[src/hdl/tbdlp_pkg.sv]
// Shared types and constants for the two-button debounce and long-press block.
package tbdlp_pkg;

    localparam int COUNT_W   = 4;
    localparam int LONG_W    = 16;
    localparam int TIME_W    = 32;
    localparam int CFG_IDX_W = 1;
    localparam int CFG_W     = 16;

    localparam logic [COUNT_W-1:0] DEBOUNCE_RESET = 4'd4;
    localparam logic [LONG_W-1:0]  LONG_RESET     = 16'd600;

    typedef enum logic [CFG_IDX_W-1:0] {
        REG_DEBOUNCE_SAMPLES = 1'b0,
        REG_LONG_PRESS_MS    = 1'b1
    } cfg_idx_t;

    typedef enum logic [1:0] {
        EV_NONE    = 2'd0,
        EV_A_SHORT = 2'd1,
        EV_B_SHORT = 2'd2,
        EV_B_LONG  = 2'd3
    } event_code_t;

    // Level changes confirmed by one debouncer in one scan.
    typedef struct packed {
        logic pressed;
        logic released;
    } deb_evt_t;

    // Events decided for button B in one scan.
    typedef struct packed {
        logic long_fire;
        logic short_fire;
    } lp_evt_t;

endpackage

[src/hdl/tbdlp_if.sv]
// Handshake interfaces for the scan input channel and the event output channel.
interface tbdlp_scan_if;
    logic        valid;
    logic        ready;
    logic        button_a_raw;
    logic        button_b_raw;
    logic [31:0] now_ms;

    modport source (output valid, button_a_raw, button_b_raw, now_ms, input ready);
    modport sink   (input valid, button_a_raw, button_b_raw, now_ms, output ready);
endinterface

interface tbdlp_event_if;
    logic       valid;
    logic       ready;
    logic [1:0] event_code;

    modport source (output valid, event_code, input ready);
    modport sink   (input valid, event_code, output ready);
endinterface

[src/hdl/tbdlp_debounce.sv]
// Counter debouncer for one button: holds the stable level and the run counter.
module tbdlp_debounce (
    input  logic                           clk,
    input  logic                           rst_n,
    input  logic                           en,
    input  logic                           raw,
    input  logic [tbdlp_pkg::COUNT_W-1:0]  samples,
    output logic                           stable_new,
    output tbdlp_pkg::deb_evt_t            evt
);
    import tbdlp_pkg::*;

    logic               stable_reg;
    logic               stable_next;
    logic [COUNT_W-1:0] count_reg;
    logic [COUNT_W-1:0] count_next;
    logic [COUNT_W-1:0] count_inc;
    logic               differ;
    logic               adopt;

    always_comb
    begin
        differ      = (raw != stable_reg);
        count_inc   = (count_reg < samples) ? count_reg + COUNT_W'(1) : count_reg;
        adopt       = differ && (count_inc >= samples);
        stable_next = adopt ? raw : stable_reg;
        count_next  = (!differ || adopt) ? '0 : count_inc;
        evt.pressed  = adopt && raw;
        evt.released = adopt && !raw;
        stable_new  = stable_next;
    end

    always_ff @(posedge clk or negedge rst_n)
    begin
        if (!rst_n)
        begin
            stable_reg <= 1'b0;
            count_reg  <= '0;
        end
        else if (en)
        begin
            stable_reg <= stable_next;
            count_reg  <= count_next;
        end
    end

    // A confirmed change always leaves the counter cleared.
    a_clear_on_adopt: assert property (@(posedge clk) disable iff (!rst_n)
        en && (evt.pressed || evt.released) |=> count_reg == '0)
        else $error("debounce counter not cleared after a confirmed change");

endmodule

[src/hdl/tbdlp_long_press.sv]
// Long-press timing for button B: press timestamp, fired flag and B event decision.
module tbdlp_long_press (
    input  logic                          clk,
    input  logic                          rst_n,
    input  logic                          en,
    input  logic                          b_stable,
    input  tbdlp_pkg::deb_evt_t           b_evt,
    input  logic [tbdlp_pkg::TIME_W-1:0]  now_ms,
    input  logic [tbdlp_pkg::LONG_W-1:0]  long_ms,
    output tbdlp_pkg::lp_evt_t            lp_evt
);
    import tbdlp_pkg::*;

    logic [TIME_W-1:0] press_time_reg;
    logic [TIME_W-1:0] press_time_next;
    logic              fired_reg;
    logic              fired_next;
    logic              fired_eff;
    logic [TIME_W-1:0] elapsed;

    always_comb
    begin
        press_time_next  = b_evt.pressed ? now_ms : press_time_reg;
        fired_eff        = b_evt.pressed ? 1'b0 : fired_reg;
        elapsed          = now_ms - press_time_next;
        lp_evt.long_fire = b_stable && !fired_eff
                           && (elapsed >= {{(TIME_W-LONG_W){1'b0}}, long_ms});
        lp_evt.short_fire = b_evt.released && !fired_eff;
        fired_next       = fired_eff || lp_evt.long_fire;
    end

    always_ff @(posedge clk or negedge rst_n)
    begin
        if (!rst_n)
        begin
            press_time_reg <= '0;
            fired_reg      <= 1'b0;
        end
        else if (en)
        begin
            press_time_reg <= press_time_next;
            fired_reg      <= fired_next;
        end
    end

    // Once the long event has fired it cannot fire again until a new press.
    a_long_once: assert property (@(posedge clk) disable iff (!rst_n)
        en && lp_evt.long_fire ##1 en && !b_evt.pressed |-> !lp_evt.long_fire)
        else $error("long event fired twice for one press");

endmodule

[src/hdl/two_button_debounce_long_press.sv]
// Top level of the two-button debounce and long-press block.
//
//  Channel   Direction  Transfer on            Payload
//  scan      in         valid & ready          button_a_raw, button_b_raw, now_ms
//  evt       out        valid & ready          event_code
//  cfg       in         cfg_we (no handshake)  cfg_index, cfg_data
//
// Each accepted scan is captured in an input register, processed by the two
// debouncers and the long-press logic, and its single event lands in the
// result register, from which it is offered on evt; one scan is taken per
// clock while evt is drained.
// The result register parts the two sides: a new scan is accepted while a
// finished event still waits, and only when both registers are full and evt is
// stalled does scan.ready fall.
// Reset (rst_n, asynchronous, active low) empties both registers, releases both
// buttons, clears the counters and loads debounce_samples = 4, long_press_ms = 600.
module two_button_debounce_long_press (
    input  logic                             clk,
    input  logic                             rst_n,
    tbdlp_scan_if.sink                       scan,
    tbdlp_event_if.source                    evt,
    input  logic                             cfg_we,
    input  tbdlp_pkg::cfg_idx_t              cfg_index,
    input  logic [tbdlp_pkg::CFG_W-1:0]      cfg_data
);
    import tbdlp_pkg::*;

    // Configuration registers.
    logic [COUNT_W-1:0] debounce_samples_reg;
    logic [LONG_W-1:0]  long_press_ms_reg;

    // Input register: holds one scan until the processing step takes it.
    logic              s1_valid_reg;
    logic              a_raw_reg;
    logic              b_raw_reg;
    logic [TIME_W-1:0] now_reg;

    // Result register.
    logic        out_valid_reg;
    event_code_t out_code_reg;
    event_code_t code_next;

    logic        out_free;
    logic        s1_adv;
    logic        scan_take;
    logic        a_stable_new;
    logic        b_stable_new;
    deb_evt_t    a_evt;
    deb_evt_t    b_evt;
    lp_evt_t     lp_evt;

    // The processing step runs when the input register holds a scan and the
    // result register is empty or is being emptied in this cycle.
    assign out_free   = !out_valid_reg || evt.ready;
    assign s1_adv     = s1_valid_reg && out_free;
    assign scan.ready = !s1_valid_reg || out_free;
    assign scan_take  = scan.valid && scan.ready;

    assign evt.valid      = out_valid_reg;
    assign evt.event_code = out_code_reg;

    always_ff @(posedge clk or negedge rst_n)
    begin
        if (!rst_n)
        begin
            debounce_samples_reg <= DEBOUNCE_RESET;
            long_press_ms_reg    <= LONG_RESET;
        end
        else if (cfg_we)
        begin
            case (cfg_index)
                REG_DEBOUNCE_SAMPLES: debounce_samples_reg <= cfg_data[COUNT_W-1:0];
                REG_LONG_PRESS_MS:    long_press_ms_reg    <= cfg_data[LONG_W-1:0];
                default:              ;
            endcase
        end
    end

    always_ff @(posedge clk or negedge rst_n)
    begin
        if (!rst_n)
        begin
            s1_valid_reg <= 1'b0;
        end
        else if (scan.ready)
        begin
            s1_valid_reg <= scan.valid;
        end
    end

    // Payload of the input register needs no reset.
    always_ff @(posedge clk)
    begin
        if (scan_take)
        begin
            a_raw_reg <= scan.button_a_raw;
            b_raw_reg <= scan.button_b_raw;
            now_reg   <= scan.now_ms;
        end
    end

    tbdlp_debounce u_deb_a (
        .clk        (clk),
        .rst_n      (rst_n),
        .en         (s1_adv),
        .raw        (a_raw_reg),
        .samples    (debounce_samples_reg),
        .stable_new (a_stable_new),
        .evt        (a_evt)
    );

    tbdlp_debounce u_deb_b (
        .clk        (clk),
        .rst_n      (rst_n),
        .en         (s1_adv),
        .raw        (b_raw_reg),
        .samples    (debounce_samples_reg),
        .stable_new (b_stable_new),
        .evt        (b_evt)
    );

    tbdlp_long_press u_long (
        .clk      (clk),
        .rst_n    (rst_n),
        .en       (s1_adv),
        .b_stable (b_stable_new),
        .b_evt    (b_evt),
        .now_ms   (now_reg),
        .long_ms  (long_press_ms_reg),
        .lp_evt   (lp_evt)
    );

    // One event per scan, highest priority first: B long, B short, A short.
    // A short counts on a confirmed release of A; lower events in the same
    // scan are dropped.
    always_comb
    begin
        if (lp_evt.long_fire)
        begin
            code_next = EV_B_LONG;
        end
        else if (lp_evt.short_fire)
        begin
            code_next = EV_B_SHORT;
        end
        else if (a_evt.released)
        begin
            code_next = EV_A_SHORT;
        end
        else
        begin
            code_next = EV_NONE;
        end
    end

    always_ff @(posedge clk or negedge rst_n)
    begin
        if (!rst_n)
        begin
            out_valid_reg <= 1'b0;
        end
        else if (out_free)
        begin
            out_valid_reg <= s1_valid_reg;
        end
    end

    always_ff @(posedge clk)
    begin
        if (s1_adv)
        begin
            out_code_reg <= code_next;
        end
    end

    // A processed scan always leaves an event in the result register.
    a_result_follows: assert property (@(posedge clk) disable iff (!rst_n)
        s1_adv |=> out_valid_reg)
        else $error("processed scan produced no result");

    // The scan side is only held off when both registers are occupied.
    a_ready_low_full: assert property (@(posedge clk) disable iff (!rst_n)
        !scan.ready |-> s1_valid_reg && out_valid_reg && !evt.ready)
        else $error("scan stalled with room in the pipeline");

    // A waiting scan is processed no later than the cycle the result is taken.
    a_drain_on_take: assert property (@(posedge clk) disable iff (!rst_n)
        s1_valid_reg && evt.ready |-> s1_adv)
        else $error("input register not processed although result was taken");

    // A long event never reaches the output without button B held down.
    a_long_needs_press: assert property (@(posedge clk) disable iff (!rst_n)
        s1_adv && lp_evt.long_fire |-> b_stable_new)
        else $error("long event with button B released");

    // A confirmed press of A leaves A's stable level at pressed.
    a_press_sets_level: assert property (@(posedge clk) disable iff (!rst_n)
        s1_adv && a_evt.pressed |-> a_stable_new)
        else $error("press of A confirmed without adopting the pressed level");

endmodule

[src/flat_wrapper.sv]
// flat-port wrapper written by rule: the top's interface ports become plain ports
module two_button_debounce_long_press_flat import tbdlp_pkg::*;
  (clk, rst_n, cfg_we, cfg_index, cfg_data, scan_valid, scan_button_a_raw, scan_button_b_raw, scan_now_ms, scan_ready, evt_valid, evt_event_code, evt_ready);
  tbdlp_scan_if scan_i ();
  tbdlp_event_if evt_i ();
  input  logic clk;
  input  logic rst_n;
  input  logic cfg_we;
  input  tbdlp_pkg::cfg_idx_t cfg_index;
  input  logic [tbdlp_pkg::CFG_W-1:0] cfg_data;
  input wire logic [$bits(scan_i.valid)-1:0] scan_valid;
  input wire logic [$bits(scan_i.button_a_raw)-1:0] scan_button_a_raw;
  input wire logic [$bits(scan_i.button_b_raw)-1:0] scan_button_b_raw;
  input wire logic [$bits(scan_i.now_ms)-1:0] scan_now_ms;
  output wire logic [$bits(scan_i.ready)-1:0] scan_ready;
  output wire logic [$bits(evt_i.valid)-1:0] evt_valid;
  output wire logic [$bits(evt_i.event_code)-1:0] evt_event_code;
  input wire logic [$bits(evt_i.ready)-1:0] evt_ready;
  assign scan_i.valid = scan_valid;
  assign scan_i.button_a_raw = scan_button_a_raw;
  assign scan_i.button_b_raw = scan_button_b_raw;
  assign scan_i.now_ms = scan_now_ms;
  assign scan_ready = scan_i.ready;
  assign evt_valid = evt_i.valid;
  assign evt_event_code = evt_i.event_code;
  assign evt_i.ready = evt_ready;
  two_button_debounce_long_press u_core (.clk(clk), .rst_n(rst_n), .scan(scan_i), .evt(evt_i), .cfg_we(cfg_we), .cfg_index(cfg_index), .cfg_data(cfg_data));
endmodule
[config.mk]
export PLATFORM = sky130hd
export DESIGN_NAME = two_button_debounce_long_press_flat
export DESIGN_NICKNAME = d
export VERILOG_FILES = /design/src/hdl/tbdlp_pkg.sv /design/src/hdl/tbdlp_if.sv /design/src/hdl/tbdlp_debounce.sv /design/src/hdl/tbdlp_long_press.sv /design/src/hdl/two_button_debounce_long_press.sv /design/src/flat_wrapper.sv
export SDC_FILE = /design/constraint.sdc
export NUM_CORES = 1
export LEC_CHECK = 0
export ABC_CLOCK_PERIOD_IN_PS = 12000
export CAP_MARGIN = 0
export CORE_UTILIZATION = 60
export CTS_BUF_LIST = sky130_fd_sc_hd__clkbuf_8
export DETAILED_ROUTE_END_ITERATION = 8
export DONT_BUFFER_PORTS = 1
export PLACE_DENSITY = 0.76
export SETUP_SLACK_MARGIN = 0.1
export SYNTH_ARGS = -nofsm -noshare
export SYNTH_HDL_FRONTEND = slang
export SYNTH_SLANG_ARGS = --single-unit
[constraint.sdc]
create_clock -name clk -period 12 [get_ports clk]
set_clock_uncertainty 0.05 [all_clocks]
set_input_delay 0.6 -clock clk [delete_from_list [all_inputs] [get_ports clk]]
set_output_delay 0.6 -clock clk [all_outputs]
set_load 0.05 [all_outputs]
==> run_results.csv <==
group,metric,value,unit
critical_path,crit_fanout,30,
cells_and_area,layout-drive-gt1-share,13.4,%
outcome,run_status,"completed",
cells_and_area,n_fill_cell,916,
critical_path,cp_slowest_cell,"nor2_4",
place,port_buffers,0,
detailed_routing,firstDrtPassIters,5,
global_route,grt_overflow,0,
die,die_area,0.0119,sq mm
cells_and_area,stdcell_area,0.00722,sq mm
job,drv_cap,0,
sta,max_freq,0.107,GHz
synth,synth_area_leaders,"dfrtp_1 22%, edfxtp_1 16%, ha_1 11%",
pwr,p_leak,3.15,nW
place,dp_slack,2.74,ns
sta,final.setup.tns,0,ns
die,die_w,109,um
die,rows,38,
place,placed_cell_area,0.00697,sq mm
sta,fin_ws,2.63,ns
synth,synth.avg_cell_area,10.4,sq um
detailed_routing,drt_iter0_drc,288,
cells_and_area,diodes,0,
critical_path,crit_type,"register to register",
global_route,grt_pass1_wl,23700,um
pwr,power.total,1.91,mW
die,top_level_ports,60,
synth,syn_area,0.00691,sq mm
critical_path,critPathLaunchType,"register",
detailed_routing,drc,0,
sta,rsz0062_at_grt,"false",
critical_path,cpPeakStageDelay,0.90,ns
synth,synth.distinct_cells,75,
place,place.gp.congestion,0.901,
detailed_routing,routed_via_density,6.28,
synth,ys_ff_latch,101,
cells_and_area,fin_cells,802,
clock_network,cts_buffer_depth,2,
detailed_routing,wire_per_inst,18.0,um
detailed_routing,vias,5034,
clock_network,htree_levels,3,
pwr,power_density,265,mW/mm^2
clock_network,cts_resized,0,
pwr,ir_worst_vdd,137,uV
synth,synth_cells,665,
synth,yosys_warnings,0,
cells_and_area,area_growth,4.53,%
sta,setup_viol,0,
critical_path,required,12.09,ns
sta,post-route-period-util,78.1,%
cells_and_area,multiInputGateArea,0.00393,sq mm
worst_hold_path,hold_class,"input pin to async pin",
synth,yosysTopAreaCell,"dfrtp_1",
die,core_area,0.0110,sq mm
detailed_routing,antenna_left,0,
detailed_routing,wl,14500,um
synth,async_flop_share,64.4,%
sta,worst_pin_slew,1.08,ns
global_route,grt_max_degree,66,
place,dp_hpwl,10900,um
clock_network,cts-root-buf,"clkbuf_8",
synth,synthTopCellsByCount,"60 x dfrtp_1, 60 x ha_1, 48 x mux2_2",
clock_network,cts_tree,"yes",
global_route,grt_pass1_vias,4877,
critical_path,cpMostUsedCell,"a21oi_1",
critical_path,crit_path_end_kind,"register",
clock_network,cts_made_buffers,9,
sta,slew_violations,0,
clock_network,clock_sinks,101,
global_route,antenna_found_initial,0,
synth,synth_edf_count,36,
synth,synth_top_area_share,21.7,%
cells_and_area,layout.area.seq,0.00271,sq mm
sta,relSlewSlack,28.0,%
place,dpl.cell_count,785,
critical_path,worstPathArrival,9.46,ns
synth,synth_sequential_area_ratio,39.3,%
synth,synth_top_flop_cell,"dfrtp_1",
clock_network,clock_latency,0.39,ns
cells_and_area,nNetsFinal,774,
sta,hold_viol_final,0,
die,start_util,62.6,%
clock_network,clkTransAtPathRegs,0.10,ns
die,die_h,109,um
synth,syn-num-nets,782,
global_route,track_usage,26.2,%
sta,fin_crit,9.37,ns
layer usage:
layer | vias to the layer above | part of all wire [%] | wire (um) | GRT usage, %
met3 | 19 | 4.5 | 646 | 6.22
li1 | 2448 | - | - | -
met1 | 2437 | 47 | 6790 | 33.9
met2 | 130 | 47 | 6840 | 43.7
met4 | 0 | 1.4 | 197 | 7.90
met5 | - | 0 | 0 | 0
area by class of cell:
type	instances	share of cell area [%]
repair buffers	3	0.589
multi-input cells	505	54.4
clock buffers	10	1.91
inverters	37	1.92
flip-flops and latches	101	37.6
clock inverters	6	1.18
well taps	140	2.43
critical path: cells and delay by family (launching register included):
kind            cells  cell delay (ns)
compound gates     20             4.84
xor+xnor            1             0.13
fa+ha+maj           4             1.10
buf+inv             1             0.15
flops               1             0.37
mux                 2             0.71
simple gates        7             1.76
kinds of logic (layout without fill, tap and decap cells):
logic type	Yosys count	in the layout	synth area share [%]
AOI/OAI and AO/OA	178	178	17.9
and+or+nand+nor	159	159	11.8
DFF	101	101	39.3
muxes	73	73	11.4
adders and majority gates	65	65	11.8
buffers and inverters	59	56	3.98
xor gates and xnor gates	30	30	3.80
repair_timing:
action,in CTS,in global routing
hold endpoints to repair,65,0
setup buffers,0,0
hold buffers,1,0
worst paths after layout:
kind,from,endpoint,slack (ns),depth (start not counted)
max reg2reg,u_core.debounce_samples_reg[1],u_core.evt.event_code[1],2.63,35
min reg2reg,u_core.u_long.press_time_reg[1],u_core.u_long.press_time_reg[1],0.44,2
min,rst_n,u_core.u_long.press_time_reg[2],0.03,1
min in group clk,scan_now_ms[9],u_core.now_reg[9],0.24,0
max in group asynchronous,rst_n,u_core.long_press_ms_reg[9],11.55,1
max,u_core.debounce_samples_reg[1],u_core.evt.event_code[1],2.63,35
through the flow:
step / utilization, % / hold WS, ns
6_report: 65.5 / 0.0272
5_1_grt: 65.5 / 0.0309
4_1_cts: 65.5 / 0.0283
3_5_place_dp: 63.2 / 0.256
3_3_place_gp: 63.2 / 0.256
2_1_floorplan: - / 0.254
cell usage in the layout (no fill, tap or decap), drive strengths merged, types with 3 or more instances in the layout:
cell      n
ha       60
dfrtp    60
mux2     48
a21oi    45
nand2    41
inv      40
edfxtp   36
nor2     36
o21ai    32
mux2i    25
a21o     24
xnor2    20
nand2b   17
nand3    12
nand4    11
nor2b    10
xor2     10
clkbuf   10
o21a     10
o211ai    7
nor3      7
o21bai    6
o211a     6
a22o      5
a31oi     5
dfstp     5
and2      5
a2111oi   5
nand3b    4
maj3      4
a32o      3
nor3b     3
a22oi     3
or3       3
o2111ai   3
a21boi    3
buf       3
report_power, final:
part           switching [mW]  total (mW)  internal, mW
registers              0.0739       0.519         0.445
logic                   0.643        1.15         0.507
clock network           0.119       0.243         0.123
total                   0.837        1.91          1.08
No activity file was read; power rests on OpenSTA's default activity.
